**src/rtl/core/qtm_pkg.sv**
```systemverilog
// Shared widths, constants and arithmetic helpers for the quaternion-to-matrix pipeline.
package qtm_pkg;

	localparam int QUAT_W  = 16;
	localparam int SCALE_W = 16;
	localparam int TRANS_W = 32;
	localparam int ENTRY_W = 32;

	// 2*a*b of two Q1.15 values, exact in Q.30
	localparam int DPROD_W = 2 * QUAT_W + 1;
	// sums and differences of two doubled products, or one minus such a sum
	localparam int TERM_W = DPROD_W + 1;
	// term times Q8.8 scale, exact in Q.38
	localparam int PROD_W = TERM_W + SCALE_W;
	// Q.38 to Q16.16
	localparam int ROUND_SHIFT = 22;
	localparam int RES_W = PROD_W - ROUND_SHIFT;

	localparam logic signed [TERM_W-1:0] ONE_Q30    = TERM_W'(64'sd1 <<< 30);
	localparam logic signed [PROD_W-1:0] ROUND_HALF = PROD_W'(64'sd1 <<< (ROUND_SHIFT - 1));
	localparam logic signed [63:0]       ENTRY_MAX  = 64'sd2147483647;
	localparam logic signed [63:0]       ENTRY_MIN  = -64'sd2147483648;

	typedef logic signed [DPROD_W-1:0] dprod_t;
	typedef logic signed [TERM_W-1:0]  term_t;
	typedef logic signed [PROD_W-1:0]  prod_t;
	typedef logic signed [ENTRY_W-1:0] entry_t;

	// Form 2*a*b exactly
	function automatic dprod_t dbl_prod(input logic signed [QUAT_W-1:0] a,
			input logic signed [QUAT_W-1:0] b);
		logic signed [2*QUAT_W-1:0] p;
		p = a * b;
		return $signed({p, 1'b0});
	endfunction

	// Round to nearest with ties toward plus infinity, then clamp to 32 bits
	function automatic entry_t round_sat(input prod_t p);
		prod_t                   t;
		logic signed [RES_W-1:0] r;
		logic signed [63:0]      r64;
		t   = p + ROUND_HALF;
		r   = t[PROD_W-1:ROUND_SHIFT];
		r64 = 64'(r);
		if (r64 > ENTRY_MAX) begin
			return ENTRY_W'(ENTRY_MAX);
		end else if (r64 < ENTRY_MIN) begin
			return ENTRY_W'(ENTRY_MIN);
		end
		return ENTRY_W'(r64);
	endfunction

endpackage

```
**src/rtl/core/qtm_scale_round.sv**
```systemverilog
// One matrix entry: term times row scale, then round to Q16.16 and saturate.
module qtm_scale_round
	import qtm_pkg::*;
(
	input  logic                      clk,
	input  term_t                     term,
	input  logic signed [SCALE_W-1:0] scale,
	output entry_t                    entry
);

	prod_t  prod_s3;
	entry_t entry_s4;

	// Multiply the exact term by the scale
	always_ff @(posedge clk) begin
		prod_s3 <= PROD_W'(term) * PROD_W'(scale);
	end

	// Round and clamp the product
	always_ff @(posedge clk) begin
		entry_s4 <= round_sat(prod_s3);
	end

	assign entry = entry_s4;

endmodule

```
**config.mk**
```make
export PLATFORM = sky130hd
export DESIGN_NAME = qtm_scale_round
export DESIGN_NICKNAME = d
export VERILOG_FILES = /design/src/rtl/core/qtm_pkg.sv /design/src/rtl/core/qtm_scale_round.sv
export SDC_FILE = /design/constraint.sdc
export NUM_CORES = 1
export LEC_CHECK = 0
export BUFFER_PORTS_ARGS = -buffer_cell sky130_fd_sc_hd__buf_2
export CORE_MARGIN = 10
export CORE_UTILIZATION = 50
export DETAILED_ROUTE_END_ITERATION = 8
export PLACE_DENSITY = 0.67
export SLEW_MARGIN = 5
export SYNTH_ARGS = -nofsm -noshare
export SYNTH_HDL_FRONTEND = slang
export SYNTH_SLANG_ARGS = --single-unit
```
**constraint.sdc**
```tcl
create_clock -name clk -period 17 [get_ports clk]
set_input_delay 2.55 -clock clk [delete_from_list [all_inputs] [get_ports clk]]
set_output_delay 2.55 -clock clk [all_outputs]
set_load 0.01 [all_outputs]
```
; Word-level counts from Yosys, hierarchy flattened
; Cells that the tools add are included.
[op_classes]
add_sub_neg = 1
multipliers = 1
n_lt_le_gt_ge = 2
muxes = 5
[ops]
columns = cell, n
row1 = $mux 32, 3
row2 = $add 50x23->50 const B, 1
row3 = $mul 34x16->50, 1
row4 = $gt 28x32->1 const B, 1
row5 = $lt 28x32->1 const B, 1
row6 = $mux 1, 2
[totals]
ff_bits = 82
input_bits = 51
out_inout_bits = 32
wordCells = 11

; Depth between registers and ports, before layout
; Gate-level depths: netlist (run 1).
[logic_depth]
depth_word = 5
ltp_mapped = 24
mapped_depth_nobuf = 22

; Worst setup path before layout (run 1)
; No wires, ideal clock.
[synth_timing]
path_kind = input to register
from = in scale[7]
to = reg prod_s3[43]
setup_ps = 123
arrival_time_ps = 8287
required_time_ps = 16877
slack_ps = 8591
stages = 21
n_path_buf = 2
path_cell_list = clkbuf_1 -> clkbuf_1 -> nand2_1 -> fa_1 -> inv_1 -> fa_1 -> inv_1 -> fa_1 -> inv_1 -> fa_1 -> fa_1 -> fa_1 -> ha_1 -> a21oi_1 -> o21ai_0 -> a2111oi_4 -> o41ai_2 -> a211o_1 -> a211oi_4 -> o21ai_1 -> xor2_1
[synth_via]
elab_chain_len = 1
[synth_lines]
columns = element, line_no
row1 = start: declaration, qtm_scale_round.sv:7  ; input logic signed [SCALE_W-1:0] scale,
row2 = $mul 34x16->50, qtm_scale_round.sv:16  ; prod_s3 <= PROD_W'(term) * PROD_W'(scale);
row3 = end signal: assignment, qtm_scale_round.sv:16
row4 = end: declaration, qtm_scale_round.sv:11  ; prod_t prod_s3;
; Every way passes these cells.

; Final worst setup path (run 1)
[layout_timing]
from = in scale[10]
to = reg prod_s3[49]
; Same word-level chain as after synthesis.

==> impl_metrics.env, run 1 <==
export IMPL_async_reset_ff_share_pct=0
export IMPL_worstMarginPinSlew_ns=0.920
export IMPL_cts_root_buf="clkbuf_16"
export IMPL_yosys_most_used_dff="dfxtp_1"
export IMPL_rsz0062_at_grt="no"
export IMPL_synth_simple_gate_area_share_pct=15.9
export IMPL_synth_xor_area_share_pct=2.87
export IMPL_synth_edf_count=0
export IMPL_synth_seq_cells=58
export IMPL_grt_max_degree=35
export IMPL_path_class="in -> reg"
export IMPL_cts_tree="yes"
export IMPL_postSynthAreaPerCell_um2=9.13
export IMPL_core_area_um2=39000
export IMPL_syn_nets=2856
export IMPL_die_h_um=219
export IMPL_die_width_um=219
export IMPL_synth_area_leaders="fa_1 (52%), inv_1 (11%), ha_1 (7.3%)"
export IMPL_rows=72
export IMPL_die_area_um2=48100
export IMPL_cp_start_kind="input pin"
export IMPL_cts_resized=0
export IMPL_seq_area_frac_synth_pct=5.85
export IMPL_fin_crit_ns=9.21
export IMPL_post_cts_buffers=0
export IMPL_drv_slew=0
export IMPL_routedWlPerCell_um=18.8
export IMPL_syn_inst=2176
export IMPL_syn_cell_area_um2=19900
export IMPL_yosysTopAreaCellShare_pct=51.7
export IMPL_rr_worst_depth=7
export IMPL_synth_top_family_by_area="adder cells"
export IMPL_fin_skew_ns=0.00851
export IMPL_reg2reg_from="prod_s3[23]"
export IMPL_htree_num_levels=3
export IMPL_endpoint="prod_s3[49]"
export IMPL_start_util_pct=50.9
export IMPL_cp_required_ns=17.20
export IMPL_gp_congestion=0.876
export IMPL_drive_above_1_share_pct=4.94
export IMPL_path_clk_slew_ns=0.06
export IMPL_cts_sinks=58
export IMPL_yosysWarnings=0
export IMPL_grt_pass1_vias=16599
export IMPL_drtIter0Drc=830
export IMPL_synth_compound_area_share_pct=3.94
export IMPL_path_max_fanout=35
export IMPL_synth_largest_area_cell="fa_1"
export IMPL_dpl_hpwl_mm=39.3
export IMPL_grt_util_all_layers_pct=22.8
export IMPL_setup_viol=0
export IMPL_grt_pass1_wl_mm=86.4
export IMPL_r2r_end="entry[20]"
export IMPL_yosysUniqueCellTypes=49
export IMPL_fillers=3520
export IMPL_max_freq_ghz=0.109
export IMPL_synth_mux_area_share_pct=0
export IMPL_hold_path_class="reg -> reg"
export IMPL_finalInstanceArea_um2=20900
export IMPL_cap_viol_max_count=0
export IMPL_cp_arrival_ns=9.41
export IMPL_setup_tns_final_ns=0
export IMPL_outcome="finished clean"
export IMPL_place_area_um2=20600
export IMPL_vias_per_cell=5.33
export IMPL_numCtsBuffers=9
export IMPL_routed_wl_mm=50.7
export IMPL_drc_errors=0
export IMPL_first_pass_iters=7
export IMPL_io_pins=83
export IMPL_synthAdderAreaFrac_pct=59.0
export IMPL_final_hold_violation_count=0
export IMPL_startpoint="scale[10]"
export IMPL_area_growth_pct=5.28
export IMPL_clk_latency_ns=0.32
export IMPL_drtAntennaViolNets=0
export IMPL_io_buffers=82
export IMPL_fin_crit_sh_pct=54.2
export IMPL_worst_setup_path_end_kind="flop"
export IMPL_antenna_found_initial=0
export IMPL_rrSetupSlack_ns=14.73
export IMPL_final_nets=2861
export IMPL_slew_headroom_pct=38.7
export IMPL_vias=14428
export IMPL_grt_overflow_total=0
export IMPL_holdBufCountCts=0
export IMPL_cts_buffer_depth=2
==> critical path: stages <==
cell and delay, ns:
buf_2 0.68, nand2_1 0.20, fa_1 0.57, inv_1 0.05, fa_1 0.57, fa_1 0.46
fa_1 0.48, fa_1 0.50, inv_1 0.05, fa_1 0.48, inv_1 0.05, ha_1 0.36
a21o_1 0.26, o21bai_1 0.26, a2111oi_2 0.60, o32ai_1 0.26, nor4_2 0.49, o31ai_2 0.17
nor4_1 0.25, nor3_1 0.08
==> placed cells by master, fill, tap and decap left out, types with 6 or more instances in the layout <==
| cell type | instances |
|---|---|
| a21o_1 | 22 |
| a21oi_1 | 28 |
| a31oi_1 | 6 |
| and2_1 | 213 |
| and3_1 | 13 |
| buf_2 | 82 |
| clkbuf_16 | 9 |
| dfxtp_1 | 58 |
| fa_1 | 513 |
| ha_1 | 116 |
| inv_1 | 565 |
| nand2_1 | 328 |
| nand2b_1 | 6 |
| nand3_1 | 16 |
| nand4_1 | 12 |
| nor2_1 | 48 |
| nor2b_1 | 7 |
| nor3_1 | 8 |
| o21ai_0 | 16 |
| xnor2_1 | 46 |
| xor2_1 | 19 |
==> metal layers <==
layer / wire [µm] / track usage [%] / vias up
met3: 3790 / 3.71 / 119
met5: 39 / 0.520 / -
li1: - / - / 6249
met1: 19400 / 28.1 / 7488
met2: 25900 / 39.9 / 570
met4: 1690 / 7.38 / 2
==> how the worst min path moves through the flow <==
| stage | start | endpoint | slack (ns) | cells after the start |
|---|---|---|---|---|
| floorplan | prod_s3[42] | entry[20] | 0.42 | 1 |
| global placement | prod_s3[36] | entry[14] | 0.45 | 1 |
| detailed placement | prod_s3[29] | entry[7] | 0.45 | 1 |
| CTS | prod_s3[29] | entry[7] | 0.45 | 1 |
| global route | prod_s3[44] | entry[22] | 0.47 | 1 |
| finish | prod_s3[44] | entry[22] | 0.45 | 1 |
==> cell type report <==
cell class / instances / area (µm²) / area share (%)
clock inverters: 5 / 77.6 / 0.371
multi-input cells: 1462 / 16200 / 77.6
clock buffers: 11 / 243 / 1.16
well taps: 518 / 648 / 3.10
inverters: 565 / 2120 / 10.1
diodes: 1 / 2.50 / 0.0120
flip-flops and latches: 58 / 1160 / 5.55
repair buffers: 85 / 433 / 2.07
==> synth_stat cells (2+ instances only) <==
cell      instances
nor3_1            8
ha_1            116
a211o_1           3
nand2b_1          6
o211ai_1          2
clkbuf_1         87
a31oi_1           6
a21o_1           22
and3_1           13
inv_1           565
a211oi_1          4
nor2_1           48
a21oi_1          28
dfxtp_1          58
nand2_1         328
o31ai_1           2
and2_1          213
o21ai_1           2
xor2_1           19
o21a_1            4
nand4_1          12
nor4_1            3
o21ai_0          16
xnor2_1          46
nor2b_1           7
nand3_1          16
buf_4             3
fa_1            513
a311oi_1          3
o21bai_1          4
==> stage by stage <==
stage / util (%) / setup WS [ns] / hold WS (ns) / instances
floorplan: - / 8.59 / 0.423 / 2176
global placement: 52.8 / 7.58 / 0.446 / 2688
detailed placement: 52.8 / 7.52 / 0.445 / 2688
CTS: 53.6 / 7.82 / 0.450 / 2704
global route: 53.6 / 7.46 / 0.473 / 2704
finish: 53.6 / 7.79 / 0.449 / 2705
==> registers in the layout (all words and copies together) (netlist names) <==
name	flops
prod_s3	29
entry	29
==> cells by family (layout without fill, tap and decap cells) <==
kind of cell / after synthesis / after routing
other cells: 0 / 1
compound gates: 110 / 110
fa+ha+maj: 629 / 629
simple gates: 658 / 658
xor+xnor: 65 / 65
flops: 58 / 58
buf+inv: 656 / 666
Power of run 1 is left out: the tool's default activity adds up to more than one toggle a clock period on the data nets, which glitch-free logic cannot reach.
==> inputs of run 2 (changes only) <==
--- a/config.mk
+++ b/config.mk
@@ -9,7 +9,7 @@
 export CORE_MARGIN = 10
 export CORE_UTILIZATION = 50
 export DETAILED_ROUTE_END_ITERATION = 8
-export PLACE_DENSITY = 0.67
+export PLACE_DENSITY = 0.69
 export SLEW_MARGIN = 5
 export SYNTH_ARGS = -nofsm -noshare
 export SYNTH_HDL_FRONTEND = slang
==> constraint.sdc (replaced) <==
create_clock -name clk -period 7.6 [get_ports clk]
set_input_delay 1.14 -clock clk [delete_from_list [all_inputs] [get_ports clk]]
set_output_delay 1.14 -clock clk [all_outputs]
set_load 0.01 [all_outputs]
==> run 2 against run 1 <==
Non-clock buffer count is 63 higher. Utilization rose by 1.5 points. First-iteration DRC count grew 23%. Via count grew 0.55%. Clock skew is 0.0010 ns higher. Clock-buffer cell count up 2. Critical path type unchanged. Cell area up 2.8%. Global-route usage is 0.090 points higher. Register-to-register slack lost 9.5 ns. Highest routed layer is now met4. Routed wire length rose by 1.5%. Hold slack better by 0.0028 ns. Critical endpoint unchanged. Largest cell class unchanged.
==> impl_metrics.env, run 2 (synthesis results as in run 1) <==
export IMPL_outcome="finished clean"
export IMPL_cpMostUsedCell="fa_1"
export IMPL_fin_crit_sh_pct=94.2
export IMPL_max_freq_ghz=0.140
export IMPL_grt_overflow_total=0
export IMPL_final_hold_violation_count=0
export IMPL_hold_ws_ns=0.452
export IMPL_cpPeakStageDelay_ns=0.56
export IMPL_path_class="in -> reg"
export IMPL_rsz0062_at_grt="no"
export IMPL_routed_wl_mm=51.5
export IMPL_io_pins=83
export IMPL_reg2reg_from="prod_s3[23]"
export IMPL_io_buffers=82
export IMPL_vias=14507
export IMPL_clk_latency_ns=0.33
export IMPL_final_nets=2924
export IMPL_drive_above_1_share_pct=7.65
export IMPL_post_cts_buffers=0
export IMPL_cts_sinks=58
export IMPL_multi_input_comb_area_um2=16200
export IMPL_cap_viol_max_count=0
export IMPL_antenna_found_initial=0
export IMPL_grt_max_degree=34
export IMPL_die_h_um=219
export IMPL_path_clk_slew_ns=0.06
export IMPL_cp_arrival_ns=7.36
export IMPL_worstMarginPinSlew_ns=0.729
export IMPL_cts_root_buf="clkbuf_16"
export IMPL_grt_pass1_wl_mm=86.4
export IMPL_core_area_um2=39000
export IMPL_cts_resized=0
export IMPL_gp_congestion=0.894
export IMPL_diodes=0
export IMPL_slew_headroom_pct=51.1
export IMPL_hold_path_class="reg -> reg"
export IMPL_area_growth_pct=8.18
export IMPL_rr_worst_depth=7
export IMPL_path_max_fanout=15
export IMPL_final_common_cell="inv_1"
export IMPL_grt_pass1_vias=16577
export IMPL_path_cells="buf_2 > nand2_1 > fa_1 > inv_1 > fa_1 > inv_1 > fa_1 > inv_1 > fa_1 > fa_1 > fa_1 > ha_1 > buf_4 > nand2_1 > or3_1 > a211oi_1 > nor4_2 > buf_4 > o31ai_2 > and4_1 > nor3_1"
export IMPL_cp_start_kind="input pin"
export IMPL_cp_required_ns=7.81
export IMPL_first_pass_iters=5
export IMPL_routedWlPerCell_um=18.6
export IMPL_die_area_um2=48100
export IMPL_cts_buffer_depth=2
export IMPL_rows=72
export IMPL_critical_path_top_delay_family="adder cells"
export IMPL_worst_setup_path_end_kind="flop"
export IMPL_holdBufCountCts=0
export IMPL_rrSetupSlack_ns=5.27
export IMPL_seqCellArea_um2=1160
export IMPL_drtAntennaViolNets=0
export IMPL_fin_skew_ns=0.00955
export IMPL_drv_slew=0
export IMPL_die_width_um=219
export IMPL_drc_errors=0
export IMPL_numCtsBuffers=9
export IMPL_htree_num_levels=3
export IMPL_start_util_pct=50.9
export IMPL_setup_tns_final_ns=0
export IMPL_crit_cells=21
export IMPL_vias_per_cell=5.24
export IMPL_grt_util_all_layers_pct=22.9
export IMPL_endpoint="prod_s3[49]"
export IMPL_cts_tree="yes"
export IMPL_post_route_util_pct=55.1
export IMPL_drtIter0Drc=1017
export IMPL_slowest_stage="fa_1"
export IMPL_fillers=3518
export IMPL_layout_common_cells="inv_1 (565), fa_1 (513), nand2_1 (328)"
export IMPL_setup_viol=0
export IMPL_fin_crit_ns=7.16
export IMPL_worst_path_buf_inv=6
export IMPL_r2r_end="entry[20]"
export IMPL_whs_path_depth=1
export IMPL_startpoint="scale[7]"
export IMPL_dpl_hpwl_mm=42.0
[run 2: cell count changes in the layout (fill, tap and decap cells not counted), sizes merged]
| cell | previous run | this run |
|---|---|---|
| clkinvlp | 1 | 2 |
| buf | 85 | 148 |
| clkbuf | 11 | 13 |
| bufinv | 2 | 1 |
| clkinv | 2 | 0 |
| diode | 1 | 0 |
[run 2: worst register-to-register path, cell delays in order, from the launching register on]
cell,delay [ns]
dfxtp_1,0.38
and3_1,0.19
and3_1,0.22
nand2_1,0.10
nor3_1,0.57
nand3_1,0.40
nor2_1,0.22
xor2_1,0.18
[run 2: worst min path at each step]
stage | from | end | slack [ns]
after floorplan | prod_s3[42] | entry[20] | 0.42
after global placement | prod_s3[44] | entry[22] | 0.44
after detailed placement | prod_s3[44] | entry[22] | 0.44
after CTS | prod_s3[44] | entry[22] | 0.45
after global routing | prod_s3[44] | entry[22] | 0.47
final | prod_s3[44] | entry[22] | 0.45
[run 2: through the flow]
step	setup slack, ns	cell area, µm²	instances
5_1_grt	0.162	21500	2767
3_3_place_gp	0.235	21200	2751
6_report	0.441	21500	2767
4_1_cts	0.481	21500	2767
3_5_place_dp	0.170	21200	2751
2_1_floorplan	0.601	19900	2176
[run 2: layer usage]
layer / vias up / GRT usage [%] / share of wire [%]
met2: 537 / 39.6 / 50
met5: - / 0 / 0
met3: 101 / 3.26 / 6.9
li1: 6388 / - / -
met4: 0 / 8.73 / 4.2
met1: 7481 / 28.4 / 39
[run 2: final cells by class]
cell class / instances / share of cell area, %
Clock buffer: 13 / 1.30
Clock inverter: 3 / 0.210
Inverter: 565 / 9.87
Multi-Input combinational cell: 1462 / 75.5
Sequential cell: 58 / 5.40
Tap cell: 518 / 3.02
Timing Repair Buffer: 148 / 4.68
Power of run 2 is left out for the same reason.
==> inputs of run 3 (changes only) <==
--- a/config.mk
+++ b/config.mk
@@ -5,11 +5,12 @@
 export SDC_FILE = /design/constraint.sdc
 export NUM_CORES = 1
 export LEC_CHECK = 0
-export BUFFER_PORTS_ARGS = -buffer_cell sky130_fd_sc_hd__buf_2
+export BUFFER_PORTS_ARGS = -buffer_cell sky130_fd_sc_hd__buf_4
 export CORE_MARGIN = 10
 export CORE_UTILIZATION = 50
 export DETAILED_ROUTE_END_ITERATION = 8
 export PLACE_DENSITY = 0.69
+export SETUP_SLACK_MARGIN = 0.1
 export SLEW_MARGIN = 5
 export SYNTH_ARGS = -nofsm -noshare
 export SYNTH_HDL_FRONTEND = slang
==> constraint.sdc (replaced) <==
create_clock -name clk -period 6.3 [get_ports clk]
set_input_delay 0.945 -clock clk [delete_from_list [all_inputs] [get_ports clk]]
set_output_delay 0.945 -clock clk [all_outputs]
set_load 0.01 [all_outputs]
==> run 3 against run 2 <==
The run now ends with setup timing left. Global-route usage grew 0.94 points. Clock-buffer cell count shrank 2. Utilization grew 7.8 points. Non-clock buffer count grew 207. Die area is the same. Sequential share of layout area shrank 0.67 points. Sequential cell count is the same. Hold slack gained 0.0020 ns. Final cell count grew 7.5%. Worst setup slack lost 0.76 ns. Routed wire length grew 4.7%. Cell area grew 14%. Critical path type unchanged.
==> impl_metrics.env, run 3 (synthesis results as in run 1) <==
export IMPL_routedWlPerCell_um=18.1
export IMPL_cp_required_ns=6.51
export IMPL_die_h_um=219
export IMPL_path_cells="buf_12 > buf_12 > buf_4 > and2_1 > fa_1 > inv_1 > fa_1 > fa_1 > inv_1 > fa_1 > fa_2 > fa_2 > ha_4 > buf_4 > nand2_1 > o21ai_2 > a2111oi_4 > o41ai_4 > a211o_1 > a211oi_4 > o21ai_1 > xor2_1"
export IMPL_rows=72
export IMPL_grt_util_met2_pct=44.6
export IMPL_seqCellArea_um2=1160
export IMPL_fin_crit_ns=6.61
export IMPL_outcome="finished, violations left"
export IMPL_finalInstanceArea_um2=24500
export IMPL_drtAntennaViolNets=0
export IMPL_top_usage_layer="met2"
export IMPL_worstMarginPinSlew_ns=0.615
export IMPL_cp_start_kind="input pin"
export IMPL_start_util_pct=50.9
export IMPL_gp_congestion=0.919
export IMPL_hold_path_class="reg -> reg"
export IMPL_layout_common_cells="inv_1 (547), fa_1 (481), nand2_1 (317)"
export IMPL_numCtsBuffers=9
export IMPL_vias_per_cell=5.14
export IMPL_drive_above_1_share_pct=21.1
export IMPL_setup_viol=18
export IMPL_cts_sinks=58
export IMPL_io_buffers=82
export IMPL_place_area_um2=23100
export IMPL_grt_overflow_total=0
export IMPL_holdBufCountCts=0
export IMPL_diodes=0
export IMPL_rsz0062_at_grt="yes"
export IMPL_cts_buffer_depth=2
export IMPL_core_area_um2=39000
export IMPL_worst_setup_path_end_kind="flop"
export IMPL_cts_tree="yes"
export IMPL_cp_arrival_ns=6.83
export IMPL_io_pins=83
export IMPL_vias=15293
export IMPL_fin_crit_sh_pct=105
export IMPL_die_area_um2=48100
export IMPL_multi_input_comb_area_um2=17000
export IMPL_routed_wl_mm=53.9
export IMPL_path_max_fanout=5
export IMPL_grt_pass1_wl_mm=89.7
export IMPL_final_cells=2974
export IMPL_drv_slew=0
export IMPL_drc_errors=0
export IMPL_fillers=3195
export IMPL_drtIter0Drc=858
export IMPL_worst_slack_ns=-0.314
export IMPL_cts_root_buf="clkbuf_16"
export IMPL_grt_util_all_layers_pct=23.8
export IMPL_failed_checks="setup timing"
export IMPL_antenna_found_initial=0
export IMPL_dpl_hpwl_mm=45.7
export IMPL_met3_usage_pct=2.48
export IMPL_slowest_stage="fa_2"
export IMPL_grt_pass1_vias=17543
export IMPL_path_clk_slew_ns=0.05
export IMPL_path_class="in -> reg"
export IMPL_first_pass_iters=6
export IMPL_critical_path_top_delay_family="adder cells"
export IMPL_cpMostUsedCell="fa_1"
export IMPL_max_freq_ghz=0.151
export IMPL_final_nets=3131
export IMPL_clk_latency_ns=0.33
export IMPL_htree_num_levels=3
export IMPL_cpPeakStageDelay_ns=0.59
export IMPL_use_met1_pct=27.3
export IMPL_placedCellCount=2925
export IMPL_area_growth_pct=23.4
export IMPL_cap_viol_max_count=0
export IMPL_grt_max_degree=21
export IMPL_final_common_cell="inv_1"
export IMPL_setup_tns_final_ns=-3.28
export IMPL_die_width_um=219
export IMPL_worst_path_buf_inv=6
export IMPL_fin_skew_ns=0.00891
export IMPL_slew_headroom_pct=58.7
export IMPL_final_hold_violation_count=0
[run 3: changes by cell type in the layout (fill, tap and decap cells not counted), sizes merged]
cell	previous run	this run
clkbuf	13	11
bufbuf	0	1
clkinv	0	1
clkinvlp	2	1
bufinv	1	3
buf	148	354
[run 3: path summary, 6_finish.rpt]
check	startpoint	endpoint	slack (ns)	cells past startpoint
worst min-delay path	prod_s3[44]	entry[22]	0.45	1
worst max register to register	prod_s3[23]	entry[24]	4.04	7
worst min register to register	prod_s3[44]	entry[22]	0.45	1
worst max-delay path	scale[5]	prod_s3[43]	-0.31	22
[run 3: metrics by stage]
stage | hold slack [ns] | utilization [%] | setup slack [ns]
floorplan | 0.423 | - | -0.0627
global placement | 0.441 | 59.2 | -0.627
detailed placement | 0.442 | 59.2 | -0.792
CTS | 0.456 | 61.9 | -0.239
global route | 0.461 | 62.8 | -0.480
finish | 0.454 | 62.8 | -0.314
[run 3: per-layer routing]
layer,part of all wire [%],vias to the layer above,routed length (µm)
met4,4.4,0,2360
met2,54,447,29300
li1,-,6800,-
met5,0,-,0
met3,4.9,119,2630
met1,36,7927,19700
[run 3: what timing repair did]
item                       in CTS  in global routing
pin swaps                      46                 38
setup buffers                  13                 16
setup endpoints to repair      23                 26
resized for setup             128                 66
cloned                          5                  0
[run 3: final cells by class]
type | count | share of cell area, %
Inverter | 565 | 8.65
Clock inverter | 5 | 0.418
Tap cell | 518 | 2.64
Timing Repair Buffer | 355 | 13.4
Clock buffer | 11 | 0.949
Multi-Input combinational cell | 1462 | 69.2
Sequential cell | 58 | 4.74
Power of run 3 is left out for the same reason.
